[config.mk]
export PLATFORM = sky130hd
export DESIGN_NAME = luhn_card_validator_unit
export DESIGN_NICKNAME = d
export VERILOG_FILES = /design/src/luhn_pkg.sv /design/src/luhn_card_validator_unit.sv
export SDC_FILE = /design/constraint.sdc
export NUM_CORES = 1
export LEC_CHECK = 0
export ABC_CLOCK_PERIOD_IN_PS = 6200
export BUFFER_PORTS_ARGS = -buffer_cell sky130_fd_sc_hd__buf_2
export CAP_MARGIN = 20
export CORE_MARGIN = 2
export CORE_UTILIZATION = 60
export DETAILED_ROUTE_END_ITERATION = 6
export PLACE_DENSITY = 0.81
export SLEW_MARGIN = 20
export SYNTH_ARGS = -nofsm -noshare
export SYNTH_HDL_FRONTEND = slang
export SYNTH_SLANG_ARGS = --single-unit
[constraint.sdc]
create_clock -name clk -period 6.2 [get_ports clk]
set_clock_uncertainty 0.2 [all_clocks]
set_input_delay 1.86 -clock clk [delete_from_list [all_inputs] [get_ports clk]]
set_output_delay 1.86 -clock clk [all_outputs]
set_load 0.05 [all_outputs]
[src/luhn_pkg.sv]
// ----------------------------------------------------------------------------
// Luhn card validator package
// Shared item types, class codes and constants for the Luhn card validator.
// ----------------------------------------------------------------------------
package luhn_pkg;

  localparam int unsigned DigitW     = 4;
  localparam int unsigned CountW     = 5;
  localparam int unsigned ClassW     = 3;
  localparam int unsigned MaxDigitsDef = 19;

  localparam logic [DigitW-1:0] DigitMax = 4'd9;
  localparam logic [CountW-1:0] CountSat = 5'd31;

  // Card lengths that the classifier recognizes
  localparam logic [CountW-1:0] LenShort  = 5'd13;
  localparam logic [CountW-1:0] LenMid    = 5'd15;
  localparam logic [CountW-1:0] LenLong   = 5'd16;

  typedef enum logic [ClassW-1:0] {
    CLASS_INVALID = 3'd0,
    CLASS_PFX4    = 3'd1,
    CLASS_PFX3X   = 3'd2,
    CLASS_PFX5X   = 3'd3,
    CLASS_OTHER   = 3'd4
  } card_class_t;

  typedef struct packed {
    logic [DigitW-1:0] digit;
    logic              last_digit;
  } in_item_t;

  typedef struct packed {
    logic              valid_res;
    logic [ClassW-1:0] card_class;
    logic [CountW-1:0] digit_total;
  } out_item_t;

endpackage

[src/luhn_card_validator_unit.sv]
// ----------------------------------------------------------------------------
// Luhn card validator unit
// Streams card digits, checks the Luhn sum and classifies the card number.
// ----------------------------------------------------------------------------
// Usage:
//   Input channel (in_valid/in_ready/in_data) carries one decimal digit per
//   item, most significant first; last_digit marks the rightmost digit.
//   Output channel (out_valid/out_ready/out_data) carries one result item per
//   card number: Luhn validity, card class and digit count.
// Throughput: one digit per cycle while in_ready is high. Each digit updates
//   two running Luhn sums (one per doubling phase), each with a single mod-10
//   add, plus a saturating count and both leading digits; nothing iterates.
// Result: the result of a number appears on out_valid in the cycle after its
//   last digit is accepted, straight out of the result register.
// Stall: the result register holds its item while out_ready is low; in_ready
//   stays high while the result register is empty or being drained, so digits
//   keep flowing whenever the receiver keeps up. A full, stalled result
//   register blocks further digits.
// Reset: rst_n (synchronous, active low) clears the sums, count, leading
//   digits and the result valid flag; the block is ready the next cycle.
// After each last digit the running state clears for the next number.
// ----------------------------------------------------------------------------
module luhn_card_validator_unit
  import luhn_pkg::*;
#(
  parameter int unsigned MAX_DIGITS = MaxDigitsDef
) (
  input  logic      clk,
  input  logic      rst_n,
  input  logic      in_valid,
  output logic      in_ready,
  input  in_item_t  in_data,
  output logic      out_valid,
  input  logic      out_ready,
  output out_item_t out_data
);

  localparam logic [CountW-1:0] MaxLen = CountW'(MAX_DIGITS);

  // Running state for the number in progress
  logic [DigitW-1:0] sum_even_r, sum_even_nxt;
  logic [DigitW-1:0] sum_odd_r,  sum_odd_nxt;
  logic [CountW-1:0] count_r,    count_nxt;
  logic [DigitW-1:0] lead_first_r,  lead_first_nxt;
  logic [DigitW-1:0] lead_second_r, lead_second_nxt;

  // Result register
  logic      out_valid_r, out_valid_nxt;
  out_item_t out_item_r,  out_item_nxt;

  logic              in_fire;
  logic [DigitW-1:0] d_sat;
  logic [DigitW:0]   d_two;
  logic [DigitW-1:0] d_dbl;
  logic [DigitW-1:0] add_even, add_odd;
  logic [DigitW:0]   raw_even, raw_odd;
  logic [DigitW-1:0] sum_sel;
  logic              luhn_ok;
  card_class_t       cls;

  // Take a digit while the result slot is free or being drained
  assign in_ready = !out_valid_r || out_ready;
  assign in_fire  = in_valid && in_ready;

  always_comb begin
    // Clamp out-of-range codes to nine, then form the Luhn doubled digit
    d_sat = (in_data.digit > DigitMax) ? DigitMax : in_data.digit;
    d_two = {d_sat, 1'b0};
    d_dbl = (d_two > {1'b0, DigitMax}) ? DigitW'(d_two - 5'd9) : d_two[DigitW-1:0];

    // Even position (from the first digit) doubles in the even-phase sum
    if (!count_r[0]) begin
      add_even = d_dbl;
      add_odd  = d_sat;
    end else begin
      add_even = d_sat;
      add_odd  = d_dbl;
    end
    raw_even = {1'b0, sum_even_r} + {1'b0, add_even};
    raw_odd  = {1'b0, sum_odd_r}  + {1'b0, add_odd};
    sum_even_nxt = (raw_even >= 5'd10) ? DigitW'(raw_even - 5'd10) : raw_even[DigitW-1:0];
    sum_odd_nxt  = (raw_odd  >= 5'd10) ? DigitW'(raw_odd  - 5'd10) : raw_odd[DigitW-1:0];

    lead_first_nxt  = (count_r == 5'd0) ? d_sat : lead_first_r;
    lead_second_nxt = (count_r == 5'd1) ? d_sat : lead_second_r;
    count_nxt       = (count_r == CountSat) ? count_r : count_r + 5'd1;

    // Pick the sum whose doubled digits sit second from the right
    sum_sel = count_nxt[0] ? sum_odd_nxt : sum_even_nxt;
    luhn_ok = (sum_sel == 4'd0) && (count_nxt <= MaxLen);

    // Classes two and three need length 15 or 16, so both leading digits exist
    priority if (!luhn_ok) begin
      cls = CLASS_INVALID;
    end else if (lead_first_nxt == 4'd4 &&
                 (count_nxt == LenShort || count_nxt == LenLong)) begin
      cls = CLASS_PFX4;
    end else if (lead_first_nxt == 4'd3 &&
                 (lead_second_nxt == 4'd4 || lead_second_nxt == 4'd7) &&
                 count_nxt == LenMid) begin
      cls = CLASS_PFX3X;
    end else if (lead_first_nxt == 4'd5 && lead_second_nxt >= 4'd1 &&
                 lead_second_nxt <= 4'd5 && count_nxt == LenLong) begin
      cls = CLASS_PFX5X;
    end else begin
      cls = CLASS_OTHER;
    end

    out_item_nxt.valid_res   = luhn_ok;
    out_item_nxt.card_class  = cls;
    out_item_nxt.digit_total = count_nxt;

    // Load the result on a last digit, drop it once taken
    if (in_fire && in_data.last_digit) begin
      out_valid_nxt = 1'b1;
    end else if (out_ready) begin
      out_valid_nxt = 1'b0;
    end else begin
      out_valid_nxt = out_valid_r;
    end
  end

  always_ff @(posedge clk) begin
    if (!rst_n) begin
      sum_even_r    <= '0;
      sum_odd_r     <= '0;
      count_r       <= '0;
      lead_first_r  <= '0;
      lead_second_r <= '0;
      out_valid_r   <= 1'b0;
    end else begin
      out_valid_r <= out_valid_nxt;
      if (in_fire) begin
        if (in_data.last_digit) begin
          // Clear for the next number
          sum_even_r    <= '0;
          sum_odd_r     <= '0;
          count_r       <= '0;
          lead_first_r  <= '0;
          lead_second_r <= '0;
        end else begin
          sum_even_r    <= sum_even_nxt;
          sum_odd_r     <= sum_odd_nxt;
          count_r       <= count_nxt;
          lead_first_r  <= lead_first_nxt;
          lead_second_r <= lead_second_nxt;
        end
      end
    end
  end

  // Result payload: hold while stalled, load on a last digit
  always_ff @(posedge clk) begin
    if (in_fire && in_data.last_digit) begin
      out_item_r <= out_item_nxt;
    end
  end

  assign out_valid = out_valid_r;
  assign out_data  = out_item_r;

`ifndef SYNTHESIS
  a_class_matches_valid: assert property (@(posedge clk) disable iff (!rst_n)
    out_valid_r |-> ((out_item_r.card_class == CLASS_INVALID) == !out_item_r.valid_res))
    else $error("card class disagrees with Luhn validity");

  a_total_nonzero: assert property (@(posedge clk) disable iff (!rst_n)
    out_valid_r |-> (out_item_r.digit_total != 5'd0))
    else $error("result reports zero digits");

  a_clear_after_last: assert property (@(posedge clk) disable iff (!rst_n)
    (in_fire && in_data.last_digit) |=> (count_r == 5'd0 && sum_even_r == 4'd0 &&
                                         sum_odd_r == 4'd0))
    else $error("state not cleared after last digit");

  a_result_from_last: assert property (@(posedge clk) disable iff (!rst_n)
    $rose(out_valid_r) |-> $past(in_fire && in_data.last_digit))
    else $error("result raised without a last digit");

  a_sums_decimal: assert property (@(posedge clk) disable iff (!rst_n)
    (sum_even_r <= 4'd9) && (sum_odd_r <= 4'd9))
    else $error("running sum left the decimal range");
`endif

endmodule
* Word level (Yosys, flattened, before mapping) *
Cells that the tools add are included.

word-level totals
  register bits after elaboration = 31
  output and inout bits = 11
  word-level logic and storage cells = 73

operators by class
  add/sub/neg operators = 6
  order comparisons = 7
  eq/ne operators = 10
  mux-type cells = 20
  bitwise logic cells = 1
  reductions and logical operators = 18

operators by type and width
  cell                                                            count
  two-way mux 4 bit                                               13
  equality test 4 x 3 -> 1 bit, second input constant             4
  subtractor 4 bit, second input constant                         3
  adder 4 x 4 -> 5 bit                                            2
  equality test 5 x 4 -> 1 bit, second input constant             2
  equality test 5 bit, second input constant                      2
  >= comparator 5 x 4 -> 1 bit, second input constant             2
  two-way mux 5 bit                                               2
  logical AND 1 bit                                               9
  adder 5 x 1 -> 5 bit, second input constant                     1
  equality test 5 x 1 -> 1 bit, second input constant             1
  greater-than comparator 5 x 4 -> 1 bit, second input constant   1
  less-or-equal comparator 5 bit, second input constant           1
  zero test 5 bit                                                 1
  equality test 4 x 2 -> 1 bit, second input constant             1
  >= comparator 4 x 1 -> 1 bit, second input constant             1
  greater-than comparator 4 bit, second input constant            1
  less-or-equal comparator 4 x 3 -> 1 bit, second input constant  1
  zero test 4 bit                                                 1
  logical OR 1 bit                                                3
  two-way mux 1 bit                                               3
  two-way mux 3 bit                                               1
  OR reduction 3 bit                                              1
  two-way mux 2 bit                                               1
  other kinds (4)                                                 4

* Depth between registers and ports, before layout *
  depth in word-level cells = 13
  gate-level depth with buffers = 18

* Least setup slack after synthesis *
OpenSTA, ideal clock, no wires.

  path kind = input to register
  start = input in_data[2] (netlist name)
  end = register out_item_r, in the netlist out_data[7] (data pin)
  arrival time = 5.421 ns
  data required time = 5.832 ns
  setup slack = 0.411 ns
  stages = 18
  path buffers = 0
  cell sequence = or2_2 a21o_1 inv_1 ha_1 nor2b_1 xor2_1 o21ai_0 a21boi_0 inv_1 fa_1 xor2_2 ha_1 inv_1 a2111oi_1 or4_4 mux2_4 o32ai_4 nor4b_4

between the ends
  longest elaborated chain between the ends = 13

RTL lines
  what                                                                               line                                                            source
  start, declared                                                                    luhn_card_validator_unit.sv:32                                  input in_item_t in_data,
  greater-than comparator 4 bit                                                      luhn_card_validator_unit.sv:67                                  d_sat = (in_data.digit > DigitMax) ? DigitMax : in_data.digit;
  two-way mux 4 bit *                                                                luhn_card_validator_unit.sv:67
  subtractor 4 bit / greater-than comparator 5 x 4 -> 1 bit (equally long branches)  luhn_card_validator_unit.sv:69                                  d_dbl = (d_two > {1'b0, DigitMax}) ? DigitW'(d_two - 5'd9) : d_two[DigitW-1:0];
  two-way mux 4 bit                                                                  luhn_card_validator_unit.sv:69
  two-way mux 4 bit                                                                  luhn_card_validator_unit.sv:72                                  if (!count_r[0]) begin
  adder 4 x 4 -> 5 bit, on equally long branches                                     luhn_card_validator_unit.sv:79, luhn_card_validator_unit.sv:80
  subtractor 4 bit (tied with other cells)                                           luhn_card_validator_unit.sv:81                                  sum_even_nxt = (raw_even >= 5'd10) ? DigitW'(raw_even - 5'd10) : raw_even[DigitW-1:0];
  two-way mux 4 bit, on equally long branches                                        luhn_card_validator_unit.sv:81, luhn_card_validator_unit.sv:82
  two-way mux 4 bit                                                                  luhn_card_validator_unit.sv:89                                  sum_sel = count_nxt[0] ? sum_odd_nxt : sum_even_nxt;
  zero test 4 bit                                                                    luhn_card_validator_unit.sv:90                                  luhn_ok = (sum_sel == 4'd0) && (count_nxt <= MaxLen);
  logical AND 1 bit                                                                  luhn_card_validator_unit.sv:90
  inverter 1 bit (no source line)                                                    --
  OR reduction 3 bit (no source line)                                                --
  end signal, assigned                                                               luhn_card_validator_unit.sv:155                                 out_item_r <= out_item_nxt;
  end, declared                                                                      luhn_card_validator_unit.sv:49                                  out_item_t out_item_r, out_item_nxt;

Mark *: on every way between the ends. The rest lies on a longest branch, timed or not.
A chain may end at the register's enable or synchronous reset.

* Final worst setup path *
Ends and elaborated chain as after synthesis.

==> summary.md <==
| Metric | Value |
|---|---|
| Result of the run | `completed` |
| DR WL/cell | `15.08 um` |
| Synth top area cells | `dfxtp_1, edfxtp_1, ha_1` |
| Clock Sink Count | `31` |
| Post-synth top flop | `dfxtp_1` |
| Max transition margin | `between 40 and 50%` |
| Final Setup Violations | `0` |
| Core area | `3744 um2` |
| Setup TNS | `0 ns` |
| P_sw | `0.2047 mW` |
| Netlist Area Pre-Place | `~2400 um2` |
| Leakage | `1.017 nW` |
| Antenna violations before repair | `0` |
| Buf+Inv Stages, Crit Path | `4` |
| Final ANT Viol Nets | `0` |
| Number of synthesized flops with an enable pin | `9` |
| Final hold vios | `0` |
| Hold Path Class | `reg2reg` |
| Final Net Count | `318` |
| CP Launch Point | `in_data[2]` |
| Crit Reg-Reg Startpoint | `count_r[0]$_SDFFE_PN0P_` |
| First-pass GRT wire length | `around 9 mm` |
| DRC | `0` |
| Crit Path Max Fanout | `6` |
| Pint | `0.3884 mW` |
| Number of DRC markers in iteration 0 | `135` |
| Cell Pwr Density | `225.4 nW/um2` |
| Required time of the worst setup path | `6.12 ns` |
| Fraction of layout cells with a size suffix above 1 | `between 10% and 20%` |
| Pre-Repair DR Iteration Count | `5` |
| HPWL Detailed | `3.801 mm` |
| Die width | `67.26 um` |
| Register area share after synthesis | `slightly below 30%` |
| Syn_nets | `300` |
| Via count | `2075` |
| Initial Util | `64.14%` |
| Clock share of power | `between 20% and 30%` |
| Start point of the worst hold path | `sum_even_r[3]$_SDFFE_PN0P_` |
| Total CTS buffers | `5` |
| Achievable Freq | `170.4 MHz` |
| RSZ-0062 raised after global routing | `false` |
| Hold_buf cts | `0` |
| MaxCap Viol Count | `0` |
| CTS Root Cell | `clkbuf_8` |
| Largest delay contributor family on the critical path | `compound AO/OA/AOI/OAI gates` |
| Flop pwr share | `38.1%` |
| Largest net degree at the start of global routing | `23` |
| IO Count | `20` |
| GRT Overall Usage | `25.43%` |
| Synth-to-layout area growth | `9.588%` |
| CP Capture Type | `flip-flop` |
| Minimum clock period | `around 6 ns` |
| H-tree depth | `2` |
| Die area | `4524 um2` |
| Rows | `22` |
| Area leader, netlist | `dfxtp_1` |
| CP startpoint kind | `input port` |
| Port bufs | `19` |
| Final Slew Violations | `0` |
| CTS tree | `done` |
| Critical Path Slowest Stage Cell | `fa_1` |
| Die height | `roughly 67 um` |
| Period utilisation layout | `94.66%` |
| Synth unique cells | `57` |
| GRT overflow | `0` |
| Max IR drop VDD | `0.1391 mV` |
| Fill cells | `between 300 and 400` |
| Async SR Flop Fraction | `0%` |
| WS Path Type | `in2reg` |
| Via density | `6.067` |
| Yosys warns | `0` |
| Syn Inst Count | `275` |
| Worst-margin pin slew | `between 0.8 and 0.9 ns` |
| Vias in the first global route | `1931` |
| Total Wirelength | `5.157 mm` |
| Switch share | `34.52%` |
| Comb pwr share | `between 30% and 40%` |
| Crit path top cell by count | `inv_1` |
| Crit-path max cell delay | `0.46 ns` |
| Max clock buf depth | `2` |
| Syn avg cell area | `slightly below 9 um2` |
| Setup bufs post-CTS | `0` |
| Post-synth top area share | `between 10% and 20%` |
| Antenna fix cells | `0` |
| Synthesized flop and latch total | `31` |
| Worst-path clk slew | `0.06 ns` |
| Total power draw | `0.5931 mW` |
| Critical-path cell list | `buf_2 > or2_2 > a21o_1 > inv_1 > ha_1 > nor2b_2 > xor2_1 > o21ai_0 > a21boi_1 > inv_1 > fa_1 > xor2_2 > ha_1 > inv_1 > a2111oi_1 > or4_4 > mux2_4 > o32ai_4 > nor4b_4` |
| Gp weighted congestion | `0.8659` |
| Clk Latency, worst-skew pair | `0.28 ns` |
| Crit path arrival time | `5.79 ns` |
## cells by family after synthesis
kind of cell	count (synthesis)	share of synthesized area (%)
AND/OR/NAND/NOR	104	25.95
AO/OA/AOI/OAI	74	22.04
flip-flops	31	29.60
buffers and inverters	30	4.794
adder cells (fa/ha/maj)	16	8.963
multiplexers	13	5.784
XOR/XNOR	7	2.867
## cell usage in the layout (no fill, tap or decap), drive strengths merged, types with 3 or more instances in the layout
| master | n |
|---|---|
| buf | 25 |
| nor2b | 24 |
| dfxtp | 22 |
| nor2 | 21 |
| nand2 | 17 |
| inv | 15 |
| a21oi | 14 |
| ha | 14 |
| o21ai | 13 |
| a22oi | 10 |
| mux2i | 9 |
| edfxtp | 9 |
| nand2b | 7 |
| clkbuf | 6 |
| a211oi | 5 |
| a32oi | 5 |
| nor4b | 5 |
| and2 | 4 |
| a21o | 4 |
| nor3 | 4 |
| a21boi | 4 |
| mux2 | 4 |
| xor2 | 4 |
| xnor2 | 3 |
| or2 | 3 |
| o21a | 3 |
| a2111oi | 3 |
| nor3b | 3 |
| clkinv | 3 |
## per-stage QoR
| step | hold slack (ns) | setup slack [ns] | utilization, % | cell area, um2 | instances |
|---|---|---|---|---|---|
| floorplan | 0.2453 | 0.4115 | - | 2401 | 275 |
| global placement | 0.2609 | 0.1933 | 68.01 | 2546 | 334 |
| detailed placement | 0.2660 | 0.03998 | 68.01 | 2546 | 334 |
| CTS | 0.2772 | 0.3200 | 70.19 | 2628 | 342 |
| global route | 0.3165 | 0.02385 | 70.29 | 2631 | 342 |
| finish | 0.2718 | 0.3310 | 70.29 | 2631 | 342 |
## cell type report
cell class | count | area, um2 | share of cell area, %
flip-flops and latches | 31 | 710.7 | 27.01
clock buffers | 6 | 72.57 | 2.758
multi-input cells | 214 | 1579 | 60.01
repair buffers | 25 | 140.1 | 5.326
clock inverters | 2 | 8.758 | 0.3329
well taps | 48 | 60.06 | 2.282
inverters | 16 | 60.06 | 2.282
## worst register-to-register path, cell delays in order, from the launching register on
cell and delay, ns:
dfxtp_1 0.68, clkinv_1 0.39, a21oi_1 0.27, ha_1 0.19, inv_1 0.05, fa_1 0.40
xnor2_1 0.27, inv_1 0.12, ha_1 0.26, o2111ai_1 0.12, nand4_1 0.15, mux2_2 0.33
o32ai_4 0.31, nor4b_4 0.23
## path summary, 6_finish.rpt
check / depth (start not counted) / slack, ns / endpoint
worst max register to register: 13 / 2.05 / out_data[7]$_SDFFCE_PP0P_
worst max-delay path: 19 / 0.33 / out_data[7]$_SDFFCE_PP0P_
worst min-delay path: 2 / 0.27 / sum_even_r[3]$_SDFFE_PN0P_
worst min register to register: 2 / 0.27 / sum_even_r[3]$_SDFFE_PN0P_
## layer usage
| metal | vias up | share of wire, % | global-route usage [%] |
|---|---|---|---|
| met5 | - | 0 | 0 |
| li1 | 1040 | - | - |
| met1 | 967 | 46 | 33.75 |
| met3 | 9 | 5.4 | 4.833 |
| met4 | 0 | 1.6 | 7.143 |
| met2 | 59 | 47 | 42.20 |
## state kept, by name, summed over array words and instances, names as in the netlist
| register | flops |
|---|---|
| count_r | 5 |
| lead_first_r | 4 |
| lead_second_r | 4 |
| out_data | 9 |
| out_valid | 1 |
| sum_even_r | 4 |
| sum_odd_r | 4 |
## power groups by stage
stage	Sequential, mW	Clock (mW)	Combinational (mW)
global placement	0.230	0	0.204
floorplan	0.239	0	0.157
finish	0.226	0.154	0.214
CTS	0.226	0.156	0.212
detailed placement	0.230	0	0.210
global route	0.227	0.163	0.237
## what timing repair did
action                                  4_1_cts  5_1_grt
endpoints found under the setup margin        0        2
endpoints found under the hold margin         0        0
resized for setup                             0        3
## cell usage after synthesis, types with 3 or more instances
master	number
and2_1	4
a211oi_1	5
a22oi_1	10
or2_2	3
ha_1	14
nor3b_1	3
a32oi_1	5
nor2b_1	24
o21ai_0	13
a21o_1	4
mux2_2	3
edfxtp_1	9
xnor2_1	3
dfxtp_1	22
xor2_1	3
nand2_1	17
clkbuf_1	10
nor4b_1	3
nor3_1	4
nand2b_1	7
mux2i_1	9
a21oi_1	14
inv_1	15
nor2_1	21
a21boi_0	4
o21a_1	3
Power figures use the tool's default switching activity.
